--- src/rtl/core/lrkc_pkg.sv ---
// Shared types and constants for the loop recorder key controller.
// Used by the front decoder, the command queue, the execution unit and the top level.
// Depends on nothing.
package lrkc_pkg;

  // Looper modes as reported on the result item.
  typedef enum logic [1:0] {
    MODE_REST = 2'd0,
    MODE_REC  = 2'd1,
    MODE_PLAY = 2'd2,
    MODE_OVER = 2'd3
  } mode_e;

  // Classified event kind handed from the front to the back.
  typedef enum logic [1:0] {
    EVT_NONE    = 2'd0,
    EVT_PRESS   = 2'd1,
    EVT_RELEASE = 2'd2
  } evt_e;

  // Raw edge codes in the low bits of the event byte.
  localparam logic [1:0] EDGE_PRESS   = 2'd2;
  localparam logic [1:0] EDGE_RELEASE = 2'd3;

  // Key codes and note codes.
  localparam logic [3:0] KEY_FIRST_CTRL = 4'd12;
  localparam logic [3:0] KEY_REC        = 4'd12;
  localparam logic [3:0] KEY_RUN        = 4'd13;
  localparam logic [3:0] KEY_HALT       = 4'd14;
  localparam logic [3:0] KEY_INSTR      = 4'd15;
  localparam logic [3:0] KEY_WAVE_LAST  = 4'd4;
  localparam logic [3:0] NOTE_OFF       = 4'd12;
  localparam logic [4:0] HELD_NONE      = 5'd16;

  // Stream widths.
  localparam int unsigned InDataW  = 40;
  localparam int unsigned OutDataW = 96;

  // Command queue depth between front and back.
  localparam int unsigned QDepth = 2;
  localparam int unsigned QPtrW  = 1;
  localparam int unsigned QCntW  = 2;

  // One classified item in flight from front to back.
  typedef struct packed {
    evt_e        kind;
    logic [3:0]  key;
    logic [31:0] time_ms;
  } cmd_t;

  // One result item.
  typedef struct packed {
    logic [31:0] loop_duration;
    logic [2:0]  layers_held;
    logic [31:0] write_delta;
    logic [3:0]  write_note;
    logic [7:0]  write_index;
    logic [1:0]  write_layer;
    logic        write_valid;
    logic [3:0]  note;
    logic [2:0]  waveform;
    logic        instr_select;
    mode_e       mode;
  } res_t;

endpackage

--- src/rtl/core/loop_recorder_key_controller.sv ---
// Top level of the loop recorder key controller: config register, front, queue, back.
// Depends on lrkc_pkg, lrkc_front, lrkc_queue and lrkc_exec.
//
//  Channel  Dir  Signals                   Contents
//  s_axis   in   tvalid/tready/tdata[39:0] event_byte[7:0], time_ms[39:8]
//  m_axis   out  tvalid/tready/tdata[95:0] status and recorded write, see port comment
//               tuser[0]                  write_valid
//  cfg      in   cfg_we_i/cfg_wdata_i[1:0] active_loop_index
//
// Each item passes the front decode in its accept cycle and is written into the two-entry queue;
// the execution unit pops it from there and registers its update in the result register: one item
// per cycle sustained while the output takes results.
// Reset is asynchronous and clears all bookkeeping at once; no sweep follows.
// A stalled output holds the result register; the queue absorbs up to two more items.
module loop_recorder_key_controller #(
  parameter int unsigned LAYERS           = 4,
  parameter int unsigned EVENTS_PER_LAYER = 256,
  parameter int unsigned LOOPS            = 4
) (
  input  logic                              clk_i,
  input  logic                              rst_ni,
  // Input items.
  input  logic                              s_axis_tvalid,
  output logic                              s_axis_tready,
  // event_byte[7:0], time_ms[39:8]
  input  logic [lrkc_pkg::InDataW-1:0]      s_axis_tdata,
  // Result items.
  output logic                              m_axis_tvalid,
  input  logic                              m_axis_tready,
  // out_mode[1:0], out_instr_select[2], out_waveform[5:3], out_note[9:6],
  // write_layer[11:10], write_index[19:12], write_note[23:20], write_delta[55:24],
  // layers held[58:56], out_loop_duration[90:59], zero[95:91]
  output logic [lrkc_pkg::OutDataW-1:0]     m_axis_tdata,
  // write_valid[0]
  output logic                              m_axis_tuser,
  // Configuration write.
  input  logic                              cfg_we_i,
  input  logic [1:0]                        cfg_wdata_i
);
  import lrkc_pkg::*;

  logic [1:0] active_loop_q;
  logic       q_full, q_push, q_pop, q_valid;
  cmd_t       front_cmd, q_head;
  res_t       res;

  // Active loop register.
  always_ff @(posedge clk_i or negedge rst_ni) begin
    if (!rst_ni) begin
      active_loop_q <= '0;
    end else if (cfg_we_i) begin
      active_loop_q <= cfg_wdata_i;
    end
  end

  lrkc_front u_front (
    .s_axis_tvalid (s_axis_tvalid),
    .s_axis_tready (s_axis_tready),
    .s_axis_tdata  (s_axis_tdata),
    .q_full_i      (q_full),
    .push_o        (q_push),
    .cmd_o         (front_cmd)
  );

  lrkc_queue u_queue (
    .clk_i       (clk_i),
    .rst_ni      (rst_ni),
    .push_i      (q_push),
    .push_data_i (front_cmd),
    .full_o      (q_full),
    .pop_i       (q_pop),
    .valid_o     (q_valid),
    .head_o      (q_head)
  );

  lrkc_exec #(
    .LAYERS           (LAYERS),
    .EVENTS_PER_LAYER (EVENTS_PER_LAYER),
    .LOOPS            (LOOPS)
  ) u_exec (
    .clk_i         (clk_i),
    .rst_ni        (rst_ni),
    .active_loop_i (active_loop_q),
    .cmd_valid_i   (q_valid),
    .cmd_i         (q_head),
    .cmd_pop_o     (q_pop),
    .res_valid_o   (m_axis_tvalid),
    .res_ready_i   (m_axis_tready),
    .res_o         (res)
  );

  // Pack the result item onto the output stream.
  assign m_axis_tuser = res.write_valid;
  assign m_axis_tdata = {5'd0, res.loop_duration, res.layers_held, res.write_delta,
                         res.write_note, res.write_index, res.write_layer, res.note,
                         res.waveform, res.instr_select, res.mode};

endmodule

--- src/rtl/core/lrkc_front.sv ---
// Front stage: takes raw keypad items, decodes edge and gapped key index, classifies them.
// Depends on lrkc_pkg; feeds lrkc_queue.
module lrkc_front (
  input  logic                              s_axis_tvalid,
  output logic                              s_axis_tready,
  input  logic [lrkc_pkg::InDataW-1:0]      s_axis_tdata,
  input  logic                              q_full_i,
  output logic                              push_o,
  output lrkc_pkg::cmd_t                    cmd_o
);
  import lrkc_pkg::*;

  logic [7:0] event_byte;
  logic [1:0] edge_code;
  logic [5:0] slot;
  logic [4:0] key_full;

  assign event_byte = s_axis_tdata[7:0];
  assign edge_code  = event_byte[1:0];
  assign slot       = event_byte[7:2];

  // Gapped slot to key: groups of eight slots hold four keys each.
  assign key_full = {slot[5:3], slot[1:0]};

  // Accept whenever the queue has room.
  assign s_axis_tready = !q_full_i;
  assign push_o        = s_axis_tvalid && !q_full_i;

  // Classify the item; bad keys and other edges still pass on to report status.
  always_comb begin
    cmd_o.key     = key_full[3:0];
    cmd_o.time_ms = s_axis_tdata[39:8];
    cmd_o.kind    = EVT_NONE;
    if (!key_full[4]) begin
      if (edge_code == EDGE_PRESS) begin
        cmd_o.kind = EVT_PRESS;
      end else if (edge_code == EDGE_RELEASE) begin
        cmd_o.kind = EVT_RELEASE;
      end
    end
  end

endmodule

--- src/rtl/core/lrkc_queue.sv ---
// Short command queue that decouples the front decoder from the execution unit.
// Depends on lrkc_pkg for the entry type and depth.
module lrkc_queue (
  input  logic           clk_i,
  input  logic           rst_ni,
  input  logic           push_i,
  input  lrkc_pkg::cmd_t push_data_i,
  output logic           full_o,
  input  logic           pop_i,
  output logic           valid_o,
  output lrkc_pkg::cmd_t head_o
);
  import lrkc_pkg::*;

  cmd_t             mem_q [QDepth];
  logic [QPtrW-1:0] wr_ptr_q, wr_ptr_d;
  logic [QPtrW-1:0] rd_ptr_q, rd_ptr_d;
  logic [QCntW-1:0] cnt_q, cnt_d;

  assign full_o  = (cnt_q == QCntW'(QDepth));
  assign valid_o = (cnt_q != '0);
  assign head_o  = mem_q[rd_ptr_q];

  // Pointer and fill count update.
  always_comb begin
    wr_ptr_d = wr_ptr_q;
    rd_ptr_d = rd_ptr_q;
    cnt_d    = cnt_q;
    if (push_i) begin
      wr_ptr_d = (wr_ptr_q == QPtrW'(QDepth - 1)) ? '0 : wr_ptr_q + QPtrW'(1);
    end
    if (pop_i) begin
      rd_ptr_d = (rd_ptr_q == QPtrW'(QDepth - 1)) ? '0 : rd_ptr_q + QPtrW'(1);
    end
    if (push_i && !pop_i) begin
      cnt_d = cnt_q + QCntW'(1);
    end else if (pop_i && !push_i) begin
      cnt_d = cnt_q - QCntW'(1);
    end
  end

  always_ff @(posedge clk_i or negedge rst_ni) begin
    if (!rst_ni) begin
      wr_ptr_q <= '0;
      rd_ptr_q <= '0;
      cnt_q    <= '0;
    end else begin
      wr_ptr_q <= wr_ptr_d;
      rd_ptr_q <= rd_ptr_d;
      cnt_q    <= cnt_d;
    end
  end

  // Entry storage.
  always_ff @(posedge clk_i) begin
    if (push_i) begin
      mem_q[wr_ptr_q] <= push_data_i;
    end
  end

endmodule

--- src/rtl/core/lrkc_exec.sv ---
// Back stage: looper mode machine, layer bookkeeping and the registered result item.
// Depends on lrkc_pkg; takes commands from lrkc_queue.
module lrkc_exec #(
  parameter int unsigned LAYERS           = 4,
  parameter int unsigned EVENTS_PER_LAYER = 256,
  parameter int unsigned LOOPS            = 4
) (
  input  logic           clk_i,
  input  logic           rst_ni,
  input  logic [1:0]     active_loop_i,
  input  logic           cmd_valid_i,
  input  lrkc_pkg::cmd_t cmd_i,
  output logic           cmd_pop_o,
  output logic           res_valid_o,
  input  logic           res_ready_i,
  output lrkc_pkg::res_t res_o
);
  import lrkc_pkg::*;

  localparam int unsigned LW  = (LAYERS > 1) ? $clog2(LAYERS) : 1;
  localparam int unsigned LPW = (LOOPS > 1) ? $clog2(LOOPS) : 1;
  localparam int unsigned CW  = $clog2(EVENTS_PER_LAYER + 1);
  localparam int unsigned LCW = $clog2(LAYERS + 1);

  // Mode machine and per-item state.
  mode_e       mode_q, mode_d;
  logic        instr_q, instr_d;
  logic [2:0]  wave_q, wave_d;
  logic [3:0]  note_q, note_d;
  logic [4:0]  held_q, held_d;
  logic [31:0] rec_start_q, rec_start_d;
  logic [31:0] last_q, last_d;
  logic [LW-1:0] tl_q, tl_d;

  // Layer bookkeeping per loop.
  logic [CW-1:0]  cnt_q [LOOPS][LAYERS];
  logic [LCW-1:0] llc_q [LOOPS];
  logic [31:0]    dur_q [LOOPS];

  // Result register.
  res_t res_q, res_d;
  logic res_valid_q;

  // Actions chosen for this item.
  logic do_close, do_begin, begin_zero, do_rec, clr_loop;
  logic [3:0] rec_note;

  logic          pop;
  logic [4:0]    lp_w;
  logic [LPW-1:0] lp;
  logic [CW-1:0] n;
  logic [CW+7:0] n_ext;
  logic [LW+1:0] tl_ext;
  logic [LCW+2:0] lc_ext;
  logic [LCW-1:0] llc_cur, llc_after, tl_plus1;
  logic [31:0]   dur_after;
  logic [LW-1:0] next_layer, begin_tl;
  logic          wr_ok;
  logic [31:0]   t;

  // The result slot is free when empty or being taken this cycle.
  assign pop         = cmd_valid_i && (!res_valid_q || res_ready_i);
  assign cmd_pop_o   = pop;
  assign res_valid_o = res_valid_q;
  assign res_o       = res_q;
  assign t           = cmd_i.time_ms;

  // Active loop index reduced into range by repeated subtraction.
  always_comb begin
    lp_w = {3'b000, active_loop_i};
    for (int k = 0; k < 3; k++) begin
      if (lp_w >= 5'(LOOPS)) begin
        lp_w = lp_w - 5'(LOOPS);
      end
    end
  end
  assign lp = lp_w[LPW-1:0];

  assign n        = cnt_q[lp][tl_q];
  assign llc_cur  = llc_q[lp];
  assign tl_plus1 = LCW'(tl_q) + LCW'(1);

  // Next state: mode machine and the actions one item calls for.
  always_comb begin
    mode_d     = mode_q;
    instr_d    = instr_q;
    wave_d     = wave_q;
    note_d     = note_q;
    held_d     = held_q;
    do_close   = 1'b0;
    do_begin   = 1'b0;
    begin_zero = 1'b0;
    do_rec     = 1'b0;
    clr_loop   = 1'b0;
    rec_note   = NOTE_OFF;
    if (pop) begin
      case (cmd_i.kind)
        EVT_PRESS: begin
          if (instr_q) begin
            if (cmd_i.key <= KEY_WAVE_LAST) begin
              wave_d = cmd_i.key[2:0];
            end else if (cmd_i.key == KEY_INSTR) begin
              instr_d = 1'b0;
            end
          end else if (cmd_i.key < KEY_FIRST_CTRL) begin
            note_d   = cmd_i.key;
            held_d   = {1'b0, cmd_i.key};
            do_rec   = (mode_q == MODE_REC) || (mode_q == MODE_OVER);
            rec_note = cmd_i.key;
          end else begin
            case (cmd_i.key)
              KEY_REC: begin
                do_begin = 1'b1;
                case (mode_q)
                  MODE_REST: begin
                    clr_loop   = 1'b1;
                    begin_zero = 1'b1;
                    mode_d     = MODE_REC;
                  end
                  MODE_PLAY: begin
                    mode_d = MODE_OVER;
                  end
                  default: begin
                    do_close = 1'b1;
                  end
                endcase
              end
              KEY_RUN: begin
                case (mode_q)
                  MODE_REST, MODE_PLAY: begin
                    mode_d = MODE_PLAY;
                  end
                  MODE_OVER: begin
                    do_close = 1'b1;
                    mode_d   = MODE_PLAY;
                  end
                  default: begin
                  end
                endcase
              end
              KEY_HALT: begin
                do_close = (mode_q == MODE_REC) || (mode_q == MODE_OVER);
                mode_d   = MODE_REST;
                note_d   = NOTE_OFF;
                instr_d  = 1'b0;
                held_d   = HELD_NONE;
              end
              default: begin
                if (mode_q == MODE_REST) begin
                  instr_d = 1'b1;
                end
              end
            endcase
          end
        end
        EVT_RELEASE: begin
          if ((cmd_i.key < KEY_FIRST_CTRL) && ({1'b0, cmd_i.key} == held_q)) begin
            note_d   = NOTE_OFF;
            held_d   = HELD_NONE;
            do_rec   = (mode_q == MODE_REC) || (mode_q == MODE_OVER);
            rec_note = NOTE_OFF;
          end
        end
        default: begin
        end
      endcase
    end
  end

  // Datapath: layer close, new layer start, event record and the result item.
  always_comb begin
    llc_after = llc_cur;
    dur_after = dur_q[lp];
    if (clr_loop) begin
      llc_after = '0;
      dur_after = '0;
    end else if (do_close) begin
      if (tl_q == '0) begin
        dur_after = t - rec_start_q;
      end
      if ((n != '0) && (tl_plus1 > llc_cur)) begin
        llc_after = tl_plus1;
      end
    end
    next_layer = (llc_after >= LCW'(LAYERS)) ? LW'(LAYERS - 1) : LW'(llc_after);
    begin_tl   = begin_zero ? '0 : next_layer;

    rec_start_d = rec_start_q;
    last_d      = last_q;
    tl_d        = tl_q;
    if (do_begin) begin
      rec_start_d = t;
      last_d      = t;
      tl_d        = begin_tl;
    end else if (do_rec) begin
      last_d = t;
    end
    wr_ok = do_rec && (n < CW'(EVENTS_PER_LAYER));

    n_ext  = {8'd0, n};
    tl_ext = {2'd0, tl_q};
    lc_ext = {3'd0, llc_after};

    res_d               = '0;
    res_d.mode          = mode_d;
    res_d.instr_select  = instr_d;
    res_d.waveform      = wave_d;
    res_d.note          = note_d;
    res_d.layers_held   = lc_ext[2:0];
    res_d.loop_duration = dur_after;
    if (wr_ok) begin
      res_d.write_valid = 1'b1;
      res_d.write_layer = tl_ext[1:0];
      res_d.write_index = n_ext[7:0];
      res_d.write_note  = rec_note;
      res_d.write_delta = t - last_q;
    end
  end

  // Control and mode state.
  always_ff @(posedge clk_i or negedge rst_ni) begin
    if (!rst_ni) begin
      mode_q      <= MODE_REST;
      instr_q     <= 1'b0;
      wave_q      <= '0;
      note_q      <= NOTE_OFF;
      held_q      <= HELD_NONE;
      rec_start_q <= '0;
      last_q      <= '0;
      tl_q        <= '0;
      res_valid_q <= 1'b0;
    end else begin
      mode_q      <= mode_d;
      instr_q     <= instr_d;
      wave_q      <= wave_d;
      note_q      <= note_d;
      held_q      <= held_d;
      rec_start_q <= rec_start_d;
      last_q      <= last_d;
      tl_q        <= tl_d;
      if (pop) begin
        res_valid_q <= 1'b1;
      end else if (res_ready_i) begin
        res_valid_q <= 1'b0;
      end
    end
  end

  // Per-loop layer counts, durations and per-layer event counts.
  always_ff @(posedge clk_i or negedge rst_ni) begin
    if (!rst_ni) begin
      for (int i = 0; i < LOOPS; i++) begin
        llc_q[i] <= '0;
        dur_q[i] <= '0;
        for (int j = 0; j < LAYERS; j++) begin
          cnt_q[i][j] <= '0;
        end
      end
    end else if (pop) begin
      llc_q[lp] <= llc_after;
      dur_q[lp] <= dur_after;
      if (clr_loop) begin
        for (int j = 0; j < LAYERS; j++) begin
          cnt_q[lp][j] <= '0;
        end
      end else if (do_begin) begin
        cnt_q[lp][begin_tl] <= '0;
      end else if (wr_ok) begin
        cnt_q[lp][tl_q] <= n + CW'(1);
      end
    end
  end

  // Result payload.
  always_ff @(posedge clk_i) begin
    if (pop) begin
      res_q <= res_d;
    end
  end

endmodule
--- config.mk ---
export PLATFORM = sky130hd
export DESIGN_NAME = loop_recorder_key_controller
export DESIGN_NICKNAME = d
export VERILOG_FILES = /design/src/rtl/core/lrkc_pkg.sv /design/src/rtl/core/loop_recorder_key_controller.sv /design/src/rtl/core/lrkc_front.sv /design/src/rtl/core/lrkc_queue.sv /design/src/rtl/core/lrkc_exec.sv
export SDC_FILE = /design/constraint.sdc
export NUM_CORES = 1
export LEC_CHECK = 0
export BUFFER_PORTS_ARGS = -buffer_cell sky130_fd_sc_hd__buf_2
export CAP_MARGIN = 25
export CORE_MARGIN = 4
export CORE_UTILIZATION = 45
export CTS_BUF_LIST = sky130_fd_sc_hd__clkbuf_8
export CTS_CLUSTER_DIAMETER = 100
export DETAILED_ROUTE_END_ITERATION = 6
export GPL_ROUTABILITY_DRIVEN = 0
export HOLD_SLACK_MARGIN = 0.15
export PLACE_DENSITY_LB_ADDON = 0.1
export SYNTH_ARGS = -nofsm -noshare
export SYNTH_HDL_FRONTEND = slang
export SYNTH_SLANG_ARGS = --single-unit
--- constraint.sdc ---
create_clock -name clk_i -period 15.8 [get_ports clk_i]
set_clock_uncertainty 0.1 [all_clocks]
set_input_delay 2.37 -clock clk_i [delete_from_list [all_inputs] [get_ports clk_i]]
set_output_delay 2.37 -clock clk_i [all_outputs]
set_load 0.005 [all_outputs]
==> out/qor.csv <==
stage,metric,value,unit
run_status,status,completed,
sta,final cycle utilization of the critical path,39.50,%
finish,area grow syn2layout,13.16,%
global_routing,global-route usage over all layers,21.69,%
sta,final setup TNS,0,ps
die,die height,248.9,µm
setup_path,CP endpoint,u_exec.cnt_q[102],
cts,Post-CTS Hold Buffers,0,
cts,Num CTS Buffers,95,
cts,CTS Root Cell,clkbuf_8,
die,Die Area,0.06197,mm²
finish,multi-input logic area,0.01082,mm²
pwr,sw frac,38.58,%
routing,post-route ant nets,0,
setup_path,Critical Path AT,6670,ps
sta,Max Slew Vio Count,0,
global_routing,largest net degree at the start of global routing,114,
placed_design,HPWL after DPL,44550,µm
setup_path,reg2reg start,active_loop_q[1],
global_routing,vias in the first global route,18912,
cts,CTS tree,done,
synthesis,sequential share of the synthesized area,54.96,%
synthesis,Synth Flop Type,dfrtp_1,
finish,share of cells above drive strength 1,19.11,%
global_routing,initial antenna violation count,0,
setup_path,crit end category,register,
synthesis,syn avg cell area,11.55,µm²
worst_hold_path,worst hold path type,reg -> reg,
finish,fill count,5166,
sta,fmax,160.2,MHz
synthesis,Mapped Cells,2262,
pwr,Max VDD drop,0.1554,mV
pwr,Internal Power,3.119,mW
die,core area,0.05759,mm²
cts,Worst-Skew Late Latency,690,ps
sta,final setup vio count,0,
global_routing,first-pass GRT wire length,107100,µm
global_routing,gr ovfl total,0,
synthesis,"Cell Area, Synth",0.02612,mm²
sta,Worst-Margin Slew,976.4,ps
synthesis,"FFs w/ async S/R, synth",68.89,%
die,die width,248.9,µm
synthesis,post-synthesis cell type count,81,
routing,Total Wirelength,67740,µm
pwr,P_sw,1.959,mW
sta,Tmin final,6242,ps
pwr,Pleak,13.29,nW
routing,vias per cell,5.605,
run,max_cap viols,0,
setup_path,Setup crit start kind,primary input,
routing,detailed router's first-iteration violation count,1174,
routing,routed length per instance,20.74,µm
sta,RSZ-0062 raised after global routing,no,
cts,Post-CTS Setup Inserts,0,
pwr,combinational share of power,39.1,%
finish,Inserted Diodes,0,
pwr,Cell Pwr Density,171.8,mW/mm²
finish,Reg area,0.01437,mm²
die,Starting Density,45.36,%
synthesis,Seq cells post-synth,540,
setup_path,FF-to-FF setup slack,10360,ps
finish,nets@finish,2543,
die,# rows,88,
finish,"Core Util, Final",51.33,%
cts,clk buf depth,3,
routing,via count,18307,
synthesis,"EDFF count, synth",168,
setup_path,CP Launch Point,m_axis_tready,
setup_path,CP required,16230,ps
die,IO Count,146,
setup_path,r2r endpoint,u_exec.cnt_q[102],
cts,PostCTS Resize Cnt,0,
cts,clk slew on worst S/H paths,60,ps
setup_path,r2r worst-path depth,13,
worst_hold_path,hold path start,u_exec.dur_q[32],
cts,H-tree depth,3,
sta,final hold vios,0,
pwr,clock network fraction of total power,25.0,%
setup_path,critical path type,in -> reg,
routing,Initial DRT Pass Iterations,5,
cts,CTS Sinks,540,
setup_path,worst-path maximum fanout,69,
pwr,sequential share of power,35.9,%
sta,Slew headroom,34.47,%
routing,DRC Markers,0,
pwr,Final Total Pwr,5.078,mW
synthesis,Yosys Warn Count,0,
placed_design,port buffer count,139,
==> worst min-delay path by stage <==
stage | to | slack [ps] | depth (start not counted)
after floorplan | u_exec.dur_q[32] | 340 | 2
after global placement | u_exec.dur_q[40] | 350 | 2
after detailed placement | u_exec.dur_q[22] | 360 | 2
after CTS | u_exec.dur_q[32] | 370 | 2
after global routing | u_exec.dur_q[32] | 390 | 2
final | u_exec.dur_q[32] | 370 | 2
==> logic make-up (layout without fill, tap and decap cells) <==
logic type / Yosys count / count (layout) / share of synthesized area (%)
xor+xnor: 56 / 56 / 1.878
flops: 540 / 540 / 54.96
other cells: 1 / 5 / 0.01436
mux: 192 / 192 / 11.44
simple gates: 600 / 600 / 10.47
compound gates: 543 / 543 / 13.69
fa+ha+maj: 76 / 76 / 3.698
buf+inv: 254 / 489 / 3.842
==> flip-flops by register name, indices dropped and copies added, names as in the netlist <==
signal              flops
u_exec.cnt_q          144
u_exec.dur_q          128
u_exec.res_o           92
u_queue.mem_q          76
u_exec.last_q          32
u_exec.rec_start_q     32
u_exec.llc_q           12
u_exec.held_q           5
u_exec.note_q           4
u_exec.wave_q           3
active_loop_q           2
u_exec.mode_q           2
u_exec.tl_q             2
u_queue.cnt_q           2
u_exec.instr_q          1
u_exec.res_valid_o      1
u_queue.rd_ptr_q        1
u_queue.wr_ptr_q        1
==> through the flow <==
step / cells / area [µm²] / worst slack (ps) / hold slack (ps)
floorplan: 2266 / 26140 / 7572 / 343.2
global placement: 3085 / 27610 / 8913 / 353.9
detailed placement: 3086 / 27630 / 8897 / 360.5
CTS: 3264 / 29510 / 9632 / 375.0
global route: 3266 / 29560 / 9241 / 394.4
finish: 3266 / 29560 / 9558 / 367.5
==> worst max-delay path: stages <==
cell	delay (ps)
buf_2	70
nand2b_1	140
o21a_4	130
buf_4	660
nand3_1	370
or2_2	390
buf_4	320
nor3_2	180
buf_4	520
a21oi_1	80
mux2i_1	270
nand2_1	150
nor2_1	760
nor3_1	150
==> placed cells by master (no fill, tap or decap), types with 70 or more instances in the layout <==
| master | n |
|---|---|
| o21ai_0 | 149 |
| clkbuf_8 | 111 |
| a21oi_1 | 124 |
| nand2_1 | 224 |
| ha_1 | 74 |
| buf_2 | 138 |
| mux4_2 | 72 |
| inv_1 | 164 |
| edfxtp_1 | 168 |
| dfrtp_1 | 366 |
| a22o_1 | 70 |
| nor2_1 | 179 |
==> metal layers <==
metal | GRT usage, % | wire [µm] | vias to the layer above | share of wire [%]
met5 | 0 | 0 | - | 0
li1 | - | - | 8521 | -
met2 | 37.37 | 33940 | 455 | 50
met3 | 4.166 | 3299 | 127 | 4.9
met4 | 6.860 | 1992 | 0 | 2.9
met1 | 27.90 | 28510 | 9204 | 42
==> layout make-up <==
cell class | instances | share of cell area, %
clock buffer | 111 | 5.168
clock inverter | 67 | 1.206
inverter | 136 | 1.727
multi-input combinational | 1472 | 36.61
sequential | 540 | 48.60
tap | 765 | 3.238
timing repair buffer | 175 | 3.454
==> synthesized netlist by cell type, types with 46 or more instances <==
library cell / number / share of area, %
mux2_2: 51 / 2.2
edfxtp_1: 168 / 19
nor3_1: 46 / 0.88
ha_1: 74 / 3.5
clkbuf_1: 86 / 1.2
nand2_1: 229 / 3.3
a22o_1: 70 / 2.3
mux4_2: 72 / 6.2
inv_1: 135 / 1.9
nor2_1: 180 / 2.6
mux2i_1: 59 / 2.3
a21oi_1: 124 / 2.4
o21ai_0: 149 / 2.9
dfrtp_1: 369 / 35
==> power by group through the flow <==
stage	clock network, mW	registers, mW	logic [mW]
6_report	1.27	1.82	1.98
5_1_grt	1.38	1.85	2.20
4_1_cts	1.31	1.83	2.00
3_5_place_dp	0	1.85	1.99
3_3_place_gp	0	1.85	1.97
2_1_floorplan	0	1.82	1.38
Power figures use the tool's default switching activity.
